File: config.mk
export PLATFORM = sky130hd
export DESIGN_NAME = srec_image_loader_parser
export DESIGN_NICKNAME = d
export VERILOG_FILES = /design/src/hw/rtl/silp_pkg.sv /design/src/hw/rtl/silp_core.sv /design/src/hw/rtl/silp_out_reg.sv /design/src/hw/rtl/srec_image_loader_parser.sv
export VERILOG_INCLUDE_DIRS = /design/src /design/src/hw/rtl
export SDC_FILE = /design/constraint.sdc
export NUM_CORES = 1
export LEC_CHECK = 0
export BUFFER_PORTS_ARGS = -buffer_cell sky130_fd_sc_hd__buf_2
export CELL_PAD_IN_SITES_DETAIL_PLACEMENT = 1
export CELL_PAD_IN_SITES_GLOBAL_PLACEMENT = 2
export CORE_ASPECT_RATIO = 0.6
export CORE_MARGIN = 2
export CORE_UTILIZATION = 37
export CTS_BUF_LIST = sky130_fd_sc_hd__clkbuf_8 sky130_fd_sc_hd__clkbuf_16
export DETAILED_ROUTE_END_ITERATION = 10
export PLACE_DENSITY = 0.8
export SYNTH_ARGS = -nofsm -noshare
export SYNTH_HDL_FRONTEND = slang
export SYNTH_HIERARCHICAL = 1
export SYNTH_SLANG_ARGS = --single-unit
File: constraint.sdc
create_clock -name i_clk -period 6 [get_ports i_clk]
set_clock_uncertainty 0.2 [all_clocks]
set_input_delay 1.2 -clock i_clk [delete_from_list [all_inputs] [get_ports i_clk]]
set_output_delay 1.2 -clock i_clk [all_outputs]
set_load 0.05 [all_outputs]
File: src/hw/rtl/srec_image_loader_parser_macros.svh
// Assertion macros for the S-record image loader parser.
// Used by the top level only; expects i_clk and i_rst_n in scope.
`ifndef SREC_IMAGE_LOADER_PARSER_MACROS_SVH
`define SREC_IMAGE_LOADER_PARSER_MACROS_SVH

// Same-cycle implication, checked out of reset.
`define SILP_ASSERT_IMP(label, ante, cons, msg) \
    label: assert property (@(posedge i_clk) disable iff (!i_rst_n) (ante) |-> (cons)) \
        else $error(msg);

// Next-cycle implication, checked out of reset.
`define SILP_ASSERT_NXT(label, ante, cons, msg) \
    label: assert property (@(posedge i_clk) disable iff (!i_rst_n) (ante) |=> (cons)) \
        else $error(msg);

`endif

File: src/hw/rtl/silp_pkg.sv
// Shared types, codes and the hex digit decode for the S-record parser.
// No dependencies; imported by every module of the block.
`timescale 1ns / 1ps
`default_nettype none

package silp_pkg;

    typedef enum logic [1:0] {
        KIND_DATA   = 2'd0,
        KIND_DONE   = 2'd1,
        KIND_BELOW  = 2'd2,
        KIND_BADCNT = 2'd3
    } t_kind;

    typedef struct packed {
        t_kind       kind;
        logic [31:0] addr;
        logic [31:0] data;
    } t_result;

    typedef struct packed {
        logic halted;
        logic busy;
    } t_stat;

    localparam logic [7:0]  CH_S       = 8'h53;
    localparam logic [7:0]  CH_0       = 8'h30;
    localparam logic [7:0]  CH_3       = 8'h33;
    localparam logic [7:0]  CH_7       = 8'h37;
    localparam logic [7:0]  CH_9       = 8'h39;
    localparam logic [7:0]  CH_NL      = 8'h0A;
    localparam logic [7:0]  CH_UA      = 8'h41;
    localparam logic [7:0]  CH_UZ      = 8'h5A;
    localparam logic [7:0]  CH_LA      = 8'h61;
    localparam logic [7:0]  CH_LZ      = 8'h7A;
    localparam logic [7:0]  MIN_COUNT  = 8'd5;
    localparam logic [31:0] BASE_RESET = 32'h4000_0000;

    // Digits give 0-9, letters of either case give (upper - 'A' + 10) mod 16,
    // anything else gives 0.
    function automatic logic [3:0] digit_value(input logic [7:0] c);
        logic [7:0] u;
        logic [7:0] t;
        u = ((c >= CH_LA) && (c <= CH_LZ)) ? (c - 8'd32) : c;
        t = u - CH_UA + 8'd10;
        if ((c >= CH_0) && (c <= CH_9)) begin
            digit_value = c[3:0];
        end else if ((u >= CH_UA) && (u <= CH_UZ)) begin
            digit_value = t[3:0];
        end else begin
            digit_value = 4'd0;
        end
    endfunction

endpackage

`default_nettype wire

File: src/hw/rtl/silp_core.sv
// Parse state machine: decodes one character per step into records and results.
// Depends on silp_pkg.
`timescale 1ns / 1ps
`default_nettype none

module silp_core
    import silp_pkg::*;
(
    input  wire logic        i_clk,
    input  wire logic        i_rst_n,
    input  wire logic        i_step,
    input  wire logic [7:0]  i_char,
    input  wire logic [31:0] i_region_base,
    output logic             o_res_valid,
    output t_result          o_res,
    output t_stat            o_stat
);

    typedef enum logic [3:0] {
        PH_START, PH_TYPE, PH_SKIP, PH_COUNT, PH_ADDR, PH_DATA
    } t_phase;

    localparam logic [1:0] RT_NONE = 2'd0;
    localparam logic [1:0] RT_S3   = 2'd1;
    localparam logic [1:0] RT_S7   = 2'd2;

    t_phase      r_phase,  n_phase;
    logic [1:0]  r_rtype,  n_rtype;
    logic [3:0]  r_hi,     n_hi;
    logic        r_second, n_second;
    logic [7:0]  r_left,   n_left;
    logic [31:0] r_accum,  n_accum;
    logic [2:0]  r_fill,   n_fill;
    logic [31:0] r_load,   n_load;
    logic        r_halted, n_halted;

    logic [3:0]  dv;
    logic [7:0]  b;
    logic [31:0] la;
    logic [31:0] pa;
    logic [31:0] acc;
    logic [2:0]  f;
    logic [7:0]  left_dec;

    always_comb begin
        dv       = digit_value(i_char);
        b        = {r_hi, dv};
        la       = {r_load[23:0], b};
        pa       = {2'b01, la[29:0]};
        acc      = {r_accum[23:0], b};
        f        = r_fill + 3'd1;
        left_dec = r_left - 8'd1;

        n_phase  = r_phase;
        n_rtype  = r_rtype;
        n_hi     = r_hi;
        n_second = r_second;
        n_left   = r_left;
        n_accum  = r_accum;
        n_fill   = r_fill;
        n_load   = r_load;
        n_halted = r_halted;
        o_res_valid = 1'b0;
        o_res       = '0;

        if (i_step && !r_halted) begin
            case (r_phase)
                PH_START: begin
                    if (i_char == CH_S) begin
                        n_phase = PH_TYPE;
                    end else begin
                        n_halted    = 1'b1;
                        o_res_valid = 1'b1;
                        o_res.kind  = KIND_DONE;
                    end
                end
                PH_TYPE: begin
                    n_second = 1'b0;
                    n_fill   = 3'd0;
                    n_load   = 32'd0;
                    if (i_char == CH_0) begin
                        n_phase = PH_SKIP;
                    end else if ((i_char == CH_3) || (i_char == CH_7)) begin
                        n_rtype = (i_char == CH_3) ? RT_S3 : RT_S7;
                        n_phase = PH_COUNT;
                    end else begin
                        n_halted    = 1'b1;
                        o_res_valid = 1'b1;
                        o_res.kind  = KIND_DONE;
                    end
                end
                PH_SKIP: begin
                    if (i_char == CH_NL) begin
                        n_phase = PH_START;
                    end
                end
                PH_COUNT, PH_ADDR, PH_DATA: begin
                    if (!r_second) begin
                        n_hi     = dv;
                        n_second = 1'b1;
                    end else begin
                        n_second = 1'b0;
                        if (r_phase == PH_COUNT) begin
                            if (b < MIN_COUNT) begin
                                n_halted    = 1'b1;
                                o_res_valid = 1'b1;
                                o_res.kind  = KIND_BADCNT;
                            end else begin
                                n_left  = b - MIN_COUNT;
                                n_fill  = 3'd0;
                                n_load  = 32'd0;
                                n_phase = PH_ADDR;
                            end
                        end else if (r_phase == PH_ADDR) begin
                            if (!f[2]) begin
                                n_load = la;
                                n_fill = f;
                            end else begin
                                n_fill = 3'd0;
                                if (r_rtype != RT_S3) begin
                                    // start address is reported as read
                                    n_halted    = 1'b1;
                                    o_res_valid = 1'b1;
                                    o_res.kind  = KIND_DONE;
                                    o_res.addr  = la;
                                end else if (pa < i_region_base) begin
                                    n_halted    = 1'b1;
                                    o_res_valid = 1'b1;
                                    o_res.kind  = KIND_BELOW;
                                    o_res.addr  = pa;
                                end else begin
                                    n_load  = pa;
                                    n_accum = 32'd0;
                                    n_phase = (r_left == 8'd0) ? PH_SKIP : PH_DATA;
                                end
                            end
                        end else begin
                            n_left = left_dec;
                            if (f[2] || (left_dec == 8'd0)) begin
                                o_res_valid = 1'b1;
                                o_res.kind  = KIND_DATA;
                                o_res.addr  = r_load;
                                // zero pad a short last word in its low bytes
                                case (f)
                                    3'd1:    o_res.data = {acc[7:0], 24'd0};
                                    3'd2:    o_res.data = {acc[15:0], 16'd0};
                                    3'd3:    o_res.data = {acc[23:0], 8'd0};
                                    default: o_res.data = acc;
                                endcase
                                n_load  = r_load + 32'd4;
                                n_accum = 32'd0;
                                n_fill  = 3'd0;
                                if (left_dec == 8'd0) begin
                                    n_phase = PH_SKIP;
                                end
                            end else begin
                                n_accum = acc;
                                n_fill  = f;
                            end
                        end
                    end
                end
                default: begin
                    n_phase = PH_START;
                end
            endcase
        end
    end

    always_ff @(posedge i_clk) begin
        if (!i_rst_n) begin
            r_phase  <= PH_START;
            r_rtype  <= RT_NONE;
            r_hi     <= 4'd0;
            r_second <= 1'b0;
            r_left   <= 8'd0;
            r_accum  <= 32'd0;
            r_fill   <= 3'd0;
            r_load   <= 32'd0;
            r_halted <= 1'b0;
        end else begin
            r_phase  <= n_phase;
            r_rtype  <= n_rtype;
            r_hi     <= n_hi;
            r_second <= n_second;
            r_left   <= n_left;
            r_accum  <= n_accum;
            r_fill   <= n_fill;
            r_load   <= n_load;
            r_halted <= n_halted;
        end
    end

    assign o_stat.halted = r_halted;
    assign o_stat.busy   = (r_phase != PH_START);

endmodule

`default_nettype wire

File: src/hw/rtl/silp_out_reg.sv
// Result register in front of the master stream port.
// Depends on silp_pkg.
`timescale 1ns / 1ps
`default_nettype none

module silp_out_reg
    import silp_pkg::*;
(
    input  wire logic        i_clk,
    input  wire logic        i_rst_n,
    input  wire logic        i_valid,
    input  wire t_result     i_res,
    output logic             o_free,
    output logic             o_tvalid,
    input  wire logic        i_tready,
    output logic [63:0]      o_tdata,
    output logic [1:0]       o_tuser
);

    logic    r_valid;
    t_result r_res;

    assign o_free = !r_valid || i_tready;

    always_ff @(posedge i_clk) begin
        if (!i_rst_n) begin
            r_valid <= 1'b0;
        end else if (o_free) begin
            r_valid <= i_valid;
        end
    end

    always_ff @(posedge i_clk) begin
        if (o_free && i_valid) begin
            r_res <= i_res;
        end
    end

    assign o_tvalid = r_valid;
    assign o_tdata  = {r_res.data, r_res.addr};
    assign o_tuser  = r_res.kind;

endmodule

`default_nettype wire

File: src/hw/rtl/srec_image_loader_parser.sv
// Top level of the S-record image loader parser: input register, parse core,
// result register and region base register. Depends on silp_pkg, silp_core,
// silp_out_reg and srec_image_loader_parser_macros.svh.
//
// Usage:
//   s_axis carries the image text, one ASCII character per item in tdata.
//   m_axis carries results: tuser is the kind (data word, finished with start
//   address, address below region, malformed count), tdata holds the word
//   address in bits 31:0 and the data word in bits 63:32.
//   The cfg channel writes region_base, the lowest legal physical load
//   address; write it only while no character is in flight.
// Path: an accepted character sits in the input register; its result, if any, is
//   registered in the result register and shown on m_axis from there.
// Throughput: one character per cycle unless m_axis stalls. Most characters
//   give no result; the input register drains straight into the parse core
//   whenever the result register is free.
// Stall: when m_axis_tready is low with a result pending, the input register
//   holds one more character and s_axis_tready drops until the result is taken.
// Reset: synchronous, active low. Clears the parser to expect a record start,
//   drops both registers and sets region_base to 0x4000_0000. After a finish
//   or error result the parser halts and swallows all further characters
//   until the next reset; cfg writes are still taken.
`timescale 1ns / 1ps
`default_nettype none

`include "srec_image_loader_parser_macros.svh"

module srec_image_loader_parser
    import silp_pkg::*;
(
    input  wire logic        i_clk,
    input  wire logic        i_rst_n,
    // text input
    input  wire logic        s_axis_tvalid,
    output logic             s_axis_tready,
    input  wire logic [7:0]  s_axis_tdata,   // [7:0] text_char
    // result output
    output logic             m_axis_tvalid,
    input  wire logic        m_axis_tready,
    output logic [63:0]      m_axis_tdata,   // [31:0] word_address, [63:32] data_word
    output logic [1:0]       m_axis_tuser,   // [1:0] result_kind
    // region base write channel
    input  wire logic        i_cfg_valid,
    output logic             o_cfg_ready,
    input  wire logic [31:0] i_cfg_data
);

    logic        r_in_valid;
    logic [7:0]  r_in_char;
    logic [31:0] r_region_base;

    logic        out_free;
    logic        step;
    logic        res_valid;
    t_result     res;
    t_stat       stat;

    // Advance the held character into the core only when its result can land.
    assign step          = r_in_valid && out_free;
    assign s_axis_tready = !r_in_valid || out_free;
    assign o_cfg_ready   = 1'b1;

    always_ff @(posedge i_clk) begin
        if (!i_rst_n) begin
            r_in_valid    <= 1'b0;
            r_region_base <= BASE_RESET;
        end else begin
            if (s_axis_tvalid && s_axis_tready) begin
                r_in_valid <= 1'b1;
            end else if (step) begin
                r_in_valid <= 1'b0;
            end
            if (i_cfg_valid) begin
                r_region_base <= i_cfg_data;
            end
        end
    end

    // Payload: hold the character until it is consumed.
    always_ff @(posedge i_clk) begin
        if (s_axis_tvalid && s_axis_tready) begin
            r_in_char <= s_axis_tdata;
        end
    end

    silp_core u_core (
        .i_clk         (i_clk),
        .i_rst_n       (i_rst_n),
        .i_step        (step),
        .i_char        (r_in_char),
        .i_region_base (r_region_base),
        .o_res_valid   (res_valid),
        .o_res         (res),
        .o_stat        (stat)
    );

    silp_out_reg u_out (
        .i_clk    (i_clk),
        .i_rst_n  (i_rst_n),
        .i_valid  (step && res_valid),
        .i_res    (res),
        .o_free   (out_free),
        .o_tvalid (m_axis_tvalid),
        .i_tready (m_axis_tready),
        .o_tdata  (m_axis_tdata),
        .o_tuser  (m_axis_tuser)
    );

    // Halt is sticky until reset.
    `SILP_ASSERT_NXT(a_halt_sticky, stat.halted, stat.halted, "parser left halt without reset")
    // Any non-data result halts the parser.
    `SILP_ASSERT_NXT(a_end_halts, step && res_valid && (res.kind != KIND_DATA), stat.halted, "end result without halt")
    // A halted parser produces nothing.
    `SILP_ASSERT_IMP(a_halt_quiet, stat.halted, !res_valid, "result produced while halted")
    // Input back-pressure only with a character held.
    `SILP_ASSERT_IMP(a_stall_held, !s_axis_tready, r_in_valid && !out_free, "input stalled while empty")

endmodule

`default_nettype wire

==> results of run 1 <==
-- metrics by stage --
stage,hold slack (ns),total power [mW]
detailed placement,0.267,1.54
global placement,0.247,1.54
finish,0.284,2.64
global route,0.298,2.73
CTS,0.287,2.67
floorplan,0.236,1.49
-- what timing repair did --
action | 4_1_cts | 5_1_grt
setup endpoints to repair | 0 | 66
gates resized for setup | 0 | 2
hold buffers | 0 | 0
endpoints found under the hold margin | 0 | 0
-- state kept, by name, summed over array words and instances, names as in the netlist --
| signal | flops |
|---|---|
| u_core/r_phase | 3 |
| u_core/r_second | 1 |
| u_core/r_hi | 4 |
| u_core/r_halted | 1 |
| r_in_valid | 1 |
| r_region_base | 32 |
| u_core/r_fill | 3 |
| u_core/r_accum | 24 |
| u_out/o_tdata | 64 |
| u_core/r_load | 32 |
| u_out/o_tuser | 2 |
| r_in_char | 8 |
| u_core/r_left | 8 |
| u_core/r_rtype | 2 |
| u_out/o_tvalid | 1 |
-- power groups by stage --
stage                     Combinational, mW  Clock [mW]  Sequential [mW]
after floorplan                       0.106           0             1.38
after global placement                0.163           0             1.37
after detailed placement              0.166           0             1.37
after CTS                             0.167        1.15             1.35
after global routing                  0.185        1.19             1.35
final                                 0.168        1.13             1.35
-- worst min-delay path by stage --
stage | start | to | slack (ns)
after floorplan | u_core/r_left[6]$_SDFFE_PN0P_ | u_core/r_left[6]$_SDFFE_PN0P_ | 0.24
after global placement | u_core/r_left[6]$_SDFFE_PN0P_ | u_core/r_left[6]$_SDFFE_PN0P_ | 0.25
after detailed placement | u_core/r_accum[16]$_SDFFE_PN0P_ | u_core/r_accum[16]$_SDFFE_PN0P_ | 0.27
after CTS | u_core/r_accum[16]$_SDFFE_PN0P_ | u_core/r_accum[16]$_SDFFE_PN0P_ | 0.29
after global routing | u_core/r_accum[16]$_SDFFE_PN0P_ | u_core/r_accum[16]$_SDFFE_PN0P_ | 0.30
final | u_core/r_accum[16]$_SDFFE_PN0P_ | u_core/r_accum[16]$_SDFFE_PN0P_ | 0.28
-- routing by layer --
metal,up-vias,share of wire,wire (µm),GRT usage
met4,2,0.010,328,0.0529
met2,244,0.39,12700,0.300
li1,4136,-,-,-
met3,22,0.062,1990,0.0464
met5,-,0.00037,12,0
met1,4310,0.54,17400,0.356
-- critical path: stages (launching register included) --
cell      delay [ns]
edfxtp_1        0.55
inv_1           0.14
ha_1            0.21
or4b_1          0.52
o211a_1         0.28
nand4_1         0.20
nand2_1         0.34
ha_1            0.42
a21oi_1         0.16
nor2_1          0.05
a211oi_1        0.25
o311a_1         0.23
a31oi_4         0.14
o21a_1          0.27
nand2_1         0.14
a21oi_1         0.08
o22ai_1         0.18
and3_1          0.32
and2_4          0.48
-- cell type report --
cell class | count | area [µm²]
Fill cell | 3111 | 15100
Multi-Input combinational cell | 783 | 5080
Sequential cell | 186 | 4460
Timing Repair Buffer | 130 | 696
Tap cell | 360 | 450
Clock buffer | 17 | 425
Inverter | 53 | 199
Clock inverter | 15 | 139
==> results.ini, run 1 <==
[place]
dp_hpwl_um=22500
dp_slack_ns=0.260
place_inst=1511
io_buffers=112
post_dp_cell_area_mm2=0.0109
routabilityCongestion=0.871

[pwr]
power.switching_mw=0.674
p_sw_frac=0.255
comb_power_share=0.063
leakagePower_nw=4.27
power_frac_seq=0.509
power_density_mw_per_mm2=231
irDropWorstVdd_v=0.000165
power.share.clock=0.428
intPower_mw=1.97

[logic_synthesis]
syn_avg_cell_area_um2=9.20
syn_inst=1095
syn_area_mm2=0.0101
yosys_warnings=6
synthesis.nets=1184

[route]
vias_per_cell=5.64
via_count=8714
routed_wl_um=32300
route.detailed.drc=0
firstDrtPassIters=6
wire_per_inst_um=20.9
drt_iter0_drc=901
ant_nets=0

[cts]
numCtsBuffers=17
cts_tree=built
cts-root-buf=clkbuf_16
clk_latency_ns=0.46
cts_sinks=186
post_cts_buffers=0
clkTransAtPathRegs_ns=0.07
htree_num_levels=4
clockBufferDepth=2

[setup_path]
critPathLaunch=r_in_char[1]$_DFFE_PP_
required_ns=5.90
worst_r2r_startpoint=r_in_char[1]$_DFFE_PP_
reg2reg_depth=18
r2r-end=u_out/o_tdata[29]$_DFFE_PP_
path_class=flip-flop to flip-flop
rrSetupSlack_ns=0.44
worst_setup_path_end_kind=flip-flop
crit_fanout=33
critPathArrivalTime_ns=5.46
endpoint=u_out/o_tdata[29]$_DFFE_PP_
start_kind=flip-flop

[global_route]
first_global_vias=8348
antenna_found_initial=1
grt_start_max_net_pins=67
overflow=0
grt_pass1_wl_um=49600
grtUsageTotal=0.224

[floorplanning]
dieHeight_um=132
core_mm2=0.0266
die_area_mm2=0.0286
std_cell_rows=46
start_util=0.379
io_pins=114
fp.dieW_um=217

[timing]
relSlewSlack=0.349
drv_slew=0
setup_slack_ns=0.440
rsz0062_at_grt=false
setup_tns_ns=0
setup_viol=0
min_period_ns=5.56
clock.fmax_mhz=180
worst_slew_pin_slew_ns=0.974
hold_viol=0
layout_worst_path_cycle_share=0.927

[cells_and_area]
fin_nets=1260
final_layout_size_suffix_gt1_frac=0.159
final_util=0.431
final_common_cell=nand2_1
fin_cells=1544
area_delta_synth_final_pct=13.7
n_antenna_cell=0
final_area_mm2=0.0115
layout_common_cells=nand2_1, buf_2, dfxtp_1

[run]
maxCapViolations=0

[min_path]
hp-class=flip-flop to flip-flop
holdPathStages=1

[run_status]
status=complete, no violations

No activity file was read; power rests on OpenSTA's default activity.
==> run 2, diff against run 1 <==
--- a/config.mk
+++ b/config.mk
@@ -15,6 +15,7 @@
 export CTS_BUF_LIST = sky130_fd_sc_hd__clkbuf_8 sky130_fd_sc_hd__clkbuf_16
 export DETAILED_ROUTE_END_ITERATION = 10
 export PLACE_DENSITY = 0.8
+export RECOVER_POWER = 50
 export SYNTH_ARGS = -nofsm -noshare
 export SYNTH_HDL_FRONTEND = slang
 export SYNTH_HIERARCHICAL = 1
==> constraint.sdc (replaced) <==
create_clock -name i_clk -period 6.07 [get_ports i_clk]
set_clock_uncertainty 0.2 [all_clocks]
set_input_delay 1.214 -clock i_clk [delete_from_list [all_inputs] [get_ports i_clk]]
set_output_delay 1.214 -clock i_clk [all_outputs]
set_load 0.05 [all_outputs]
==> run 2 against run 1 <==
  * The flow now finishes with violations (capacitance limit, slew limit)
  * Clock-buffer cell count unchanged
  * Worst hold slack better by 0.0013 ns
  * Routed wire length up 0.54%
  * Cell count about the same
  * Sequential share of layout area up 0.42 points
  * Total power about the same
  * Critical path type unchanged
  * Critical endpoint is now u_out/o_tdata[19]$_DFFE_PP_
  * Largest power group unchanged
==> results.ini, run 2 (synthesis results as in run 1) <==
[run_status]
status=complete, but fails checks
violations=capacitance limit, slew limit

[cells_and_area]
area_delta_synth_final_pct=12.5
fin_nets=1260
n_antenna_cell=0
final_layout_size_suffix_gt1_frac=0.0921
largest_reg_flops=64
final_area_mm2=0.0113
final_common_cell=nand2_1
fillCellCount=3125
layout_common_cells=nand2_1, dfxtp_1, a21oi_1
fin_cells=1543
final_util=0.426

[timing]
setup_viol=0
drv_slew=70
layout_worst_path_cycle_share=0.941
clock.fmax_mhz=175
hold_viol=0
rsz0062_at_grt=false
worst_slew_pin_slew_ns=2.33
relSlewSlack=-0.556
min_period_ns=5.71
setup_tns_ns=0

[cts]
clk_latency_ns=0.45
post_cts_buffers=0
cts_tree=built
clockBufferDepth=2
clkTransAtPathRegs_ns=0.07
numCtsBuffers=17
htree_num_levels=4
cts_sinks=186
cts-root-buf=clkbuf_16

[global_route]
grt_pass1_wl_um=50400
grt_start_max_net_pins=67
overflow=0
first_global_vias=8508
antenna_found_initial=1
grtUsageTotal=0.227

[floorplanning]
fp.dieW_um=217
std_cell_rows=46
io_pins=114
core_mm2=0.0266
die_area_mm2=0.0286
dieHeight_um=132
start_util=0.379

[route]
via_count=8765
dr.max_layer_used=met5
drt_iter0_drc=839
routed-wl-met2_um=12600
wire_per_inst_um=21.1
firstDrtPassIters=6
wl_met1_um=17300
vias_per_cell=5.68
routed_wl_um=32500
routed-wl-met3_um=2190
ant_nets=0
route.detailed.drc=0

[place]
post_dp_cell_area_mm2=0.0109
routabilityCongestion=0.854
dp_hpwl_um=22700
io_buffers=112
place_inst=1511

[run]
maxCapViolations=2

[pwr]
irDropWorstVdd_v=0.000153
power_density_mw_per_mm2=233
leakagePower_nw=4.02

[setup_path]
worst_setup_path_end_kind=flip-flop
critPathArrivalTime_ns=5.61
start_kind=flip-flop
required_ns=5.97
crit_fanout=33
rrSetupSlack_ns=0.36
path_class=flip-flop to flip-flop

[min_path]
hp-class=flip-flop to flip-flop

## run 2: critical path, cell delays in order, from the launching register on
cell      delay, ns
edfxtp_1       0.48
inv_1          0.12
ha_1           0.13
or4b_1         0.47
o31ai_1        0.66
nand3_2        0.25
nand2_1        0.45
ha_1           0.34
a21oi_1        0.17
nor2_1         0.06
a211oi_1       0.23
o311a_1        0.22
a31oi_4        0.13
o21a_1         0.26
nand2_1        0.14
a21oi_1        0.08
o22ai_1        0.15
and3_1         0.30
and2_4         0.48
## run 2: cell type report
type | count | area, µm² | area share
multi-input combinational | 783 | 5030 | 0.444
sequential | 186 | 4460 | 0.394
timing repair buffer | 130 | 604 | 0.0533
tap | 360 | 450 | 0.0397
clock buffer | 17 | 425 | 0.0375
inverter | 53 | 199 | 0.0176
clock inverter | 14 | 163 | 0.0144
## run 2: path summary, 6_finish.rpt
check / from / to / depth (start not counted)
max reg2reg: r_in_char[6]$_DFFE_PP_ / u_out/o_tdata[19]$_DFFE_PP_ / 18
min: u_core/r_left[6]$_SDFFE_PN0P_ / u_core/r_left[6]$_SDFFE_PN0P_ / 2
min reg2reg: u_core/r_left[6]$_SDFFE_PN0P_ / u_core/r_left[6]$_SDFFE_PN0P_ / 2
max: r_in_char[6]$_DFFE_PP_ / u_out/o_tdata[19]$_DFFE_PP_ / 18
## run 2: report_power, final
| part | total (mW) | switching (mW) | internal (mW) | leakage [nW] |
|---|---|---|---|---|
| Clock | 1.15 | 0.534 | 0.617 | 0.287 |
| Combinational | 0.165 | 0.105 | 0.0602 | 2.07 |
| Sequential | 1.33 | 0.0169 | 1.31 | 1.66 |
## run 2: timing repair
item	4_1_cts	5_1_grt
setup endpoints to repair	0	66
hold buffers	0	0
gates resized for setup	0	1
## run 2: metal layers
metal | up-vias | track usage
met5 | - | 0
met4 | 2 | 0.0613
met3 | 26 | 0.0468
met2 | 277 | 0.297
met1 | 4327 | 0.366
li1 | 4133 | -
## run 2: stage by stage
step | setup slack, ns | power, mW | hold slack (ns)
after CTS | 0.288 | 2.67 | 0.282
after global placement | 0.559 | 1.52 | 0.249
after detailed placement | 0.311 | 1.52 | 0.268
final | 0.356 | 2.65 | 0.285
after floorplan | 1.31 | 1.47 | 0.236
after global routing | 0.0315 | 2.74 | 0.306
==> run 3, diff against run 2 <==
--- a/config.mk
+++ b/config.mk
@@ -14,8 +14,9 @@
 export CORE_UTILIZATION = 37
 export CTS_BUF_LIST = sky130_fd_sc_hd__clkbuf_8 sky130_fd_sc_hd__clkbuf_16
 export DETAILED_ROUTE_END_ITERATION = 10
-export PLACE_DENSITY = 0.8
+export PLACE_DENSITY = 0.81
 export RECOVER_POWER = 50
+export REMOVE_ABC_BUFFERS = 1
 export SYNTH_ARGS = -nofsm -noshare
 export SYNTH_HDL_FRONTEND = slang
 export SYNTH_HIERARCHICAL = 1
==> run 3 against run 2 <==
  * The flow still finishes with violations (capacitance limit, slew limit)
  * Sequential share of layout area is the same
  * Core utilization is the same
  * Sequential cell count is the same
  * Global-route usage shrank 0.62 points
  * Design area is the same
  * Clock power is essentially flat
==> results.ini, run 3 (synthesis results as in run 1) <==
[place]
routabilityCongestion=0.861
io_buffers=112
dp_hpwl_um=22200

[cells_and_area]
n_antenna_cell=0
final_layout_size_suffix_gt1_frac=0.0930
final_common_cell=nand2_1
area_delta_synth_final_pct=12.5
layout_common_cells=nand2_1, dfxtp_1, a21oi_1
fin_nets=1259
largest_reg_flops=64

[setup_path]
rrSetupSlack_ns=0.30
required_ns=5.96
worst-path-buf-inv=2
worst_r2r_startpoint=r_in_char[0]$_DFFE_PP_
critPathArrivalTime_ns=5.66
worst_setup_path_end_kind=flip-flop
reg2reg_depth=18
crit_fanout=33
max_stage_delay_ns=0.53
cpMaxStageDelayCell=and2_4
r2r-end=u_out/o_tdata[35]$_DFFE_PP_
path_class=flip-flop to flip-flop
crit_family=compound AO/OA/AOI/OAI gates
start_kind=flip-flop
path_cells=inv_1 -> ha_1 -> or4b_1 -> o211a_1 -> and2_0 -> a22oi_1 -> inv_1 -> ha_1 -> nor2b_1 -> o21ai_0 -> o311a_1 -> a31oi_4 -> o21a_1 -> nand2_1 -> a21oi_1 -> o22ai_1 -> and3_1 -> and2_4

[route]
routed-wl-met3_um=1580
drt_iter0_drc=614
route.detailed.drc=0
dr.max_layer_used=met4
wire_per_inst_um=20.4
routed_wl_um=31500
routed-wl-met2_um=12400
vias_per_cell=5.61
wl_met1_um=17100
via_count=8649
firstDrtPassIters=5
ant_nets=0

[floorplanning]
io_pins=114
start_util=0.379
core_mm2=0.0266
std_cell_rows=46
fp.dieW_um=217
die_area_mm2=0.0286
dieHeight_um=132

[run]
maxCapViolations=2

[min_path]
hp-start=u_core/r_left[6]$_SDFFE_PN0P_
hp-class=flip-flop to flip-flop
holdPathStages=2
hold_end=u_core/r_left[6]$_SDFFE_PN0P_

[timing]
setup_tns_ns=0
relSlewSlack=-0.304
whs_ns=0.267
min_period_ns=5.77
rsz0062_at_grt=false
layout_worst_path_cycle_share=0.950
hold_viol=0
clock.fmax_mhz=173
drv_slew=44
worst_slew_pin_slew_ns=1.96
setup_viol=0

[cts]
clk_latency_ns=0.46
clkTransAtPathRegs_ns=0.07
cts-root-buf=clkbuf_16
htree_num_levels=4
numCtsBuffers=17
cts_sinks=186
cts_tree=built
clockBufferDepth=2

[pwr]
power_density_mw_per_mm2=231
irDropWorstVdd_v=0.000169
leakagePower_nw=4.01

[global_route]
first_global_vias=8325
antenna_found_initial=1
grt_pass1_wl_um=49200
grt_start_max_net_pins=67
grtUsageTotal=0.221
overflow=0

[run_status]
violations=capacitance limit, slew limit
status=complete, but fails checks

-- run 3: final cells by class --
| class | count | area (µm²) |
|---|---|---|
| fillers | 3091 | 15300 |
| multi-input cells | 783 | 5050 |
| flip-flops and latches | 186 | 4460 |
| repair buffers | 129 | 591 |
| well taps | 360 | 450 |
| clock buffers | 17 | 425 |
| inverters | 53 | 199 |
| clock inverters | 15 | 156 |
-- run 3: worst max path at each step --
stage	from	to	slack, ns	depth (start not counted)
global placement	r_in_char[1]$_DFFE_PP_	u_out/o_tdata[29]$_DFFE_PP_	0.61	18
floorplan	r_in_char[6]$_DFFE_PP_	u_core/r_load[30]$_SDFFE_PN0P_	1.11	16
finish	r_in_char[0]$_DFFE_PP_	u_out/o_tdata[35]$_DFFE_PP_	0.30	18
detailed placement	r_in_char[0]$_DFFE_PP_	u_out/o_tdata[29]$_DFFE_PP_	0.30	18
CTS	r_in_char[0]$_DFFE_PP_	u_out/o_tdata[29]$_DFFE_PP_	0.21	18
global route	r_in_char[1]$_DFFE_PP_	u_out/o_tdata[35]$_DFFE_PP_	0.08	18
-- run 3: worst register-to-register path, stage by stage (launching register included) --
cell      delay (ns)
edfxtp_1        0.52
inv_1           0.21
ha_1            0.22
or4b_1          0.45
o211a_1         0.30
and2_0          0.25
a22oi_1         0.43
inv_1           0.31
ha_1            0.37
nor2b_1         0.13
o21ai_0         0.18
o311a_1         0.25
a31oi_4         0.14
o21a_1          0.25
nand2_1         0.12
a21oi_1         0.08
o22ai_1         0.18
and3_1          0.29
and2_4          0.53
-- run 3: routing by layer --
metal | track usage | vias up
met1 | 0.353 | 4216
met2 | 0.300 | 259
met4 | 0.0613 | 0
li1 | - | 4142
met3 | 0.0351 | 32
met5 | 0 | -
-- run 3: repair_timing --
action / CTS / global route
hold buffers: 0 / 0
buffers inserted: 0 / 0
resized for setup: 0 / 1
setup endpoints to repair: 0 / 66
-- run 3: where the power goes --
group	switching, mW	total (mW)	internal (mW)
Combinational	0.104	0.163	0.0591
Sequential	0.0168	1.33	1.31
Clock	0.544	1.13	0.581
-- run 3: through the flow --
step                      cell area (µm²)   util  worst slack [ns]  power [mW]  cells
final                               11300  0.426             0.303        2.62   1543
after global routing                11300  0.426            0.0823        2.71   1543
after CTS                           11500  0.431             0.215        2.65   1542
after detailed placement            10900  0.409             0.304        1.52   1510
after global placement              10900  0.409             0.607        1.52   1510
after floorplan                      9720      -              1.11        1.46   1021
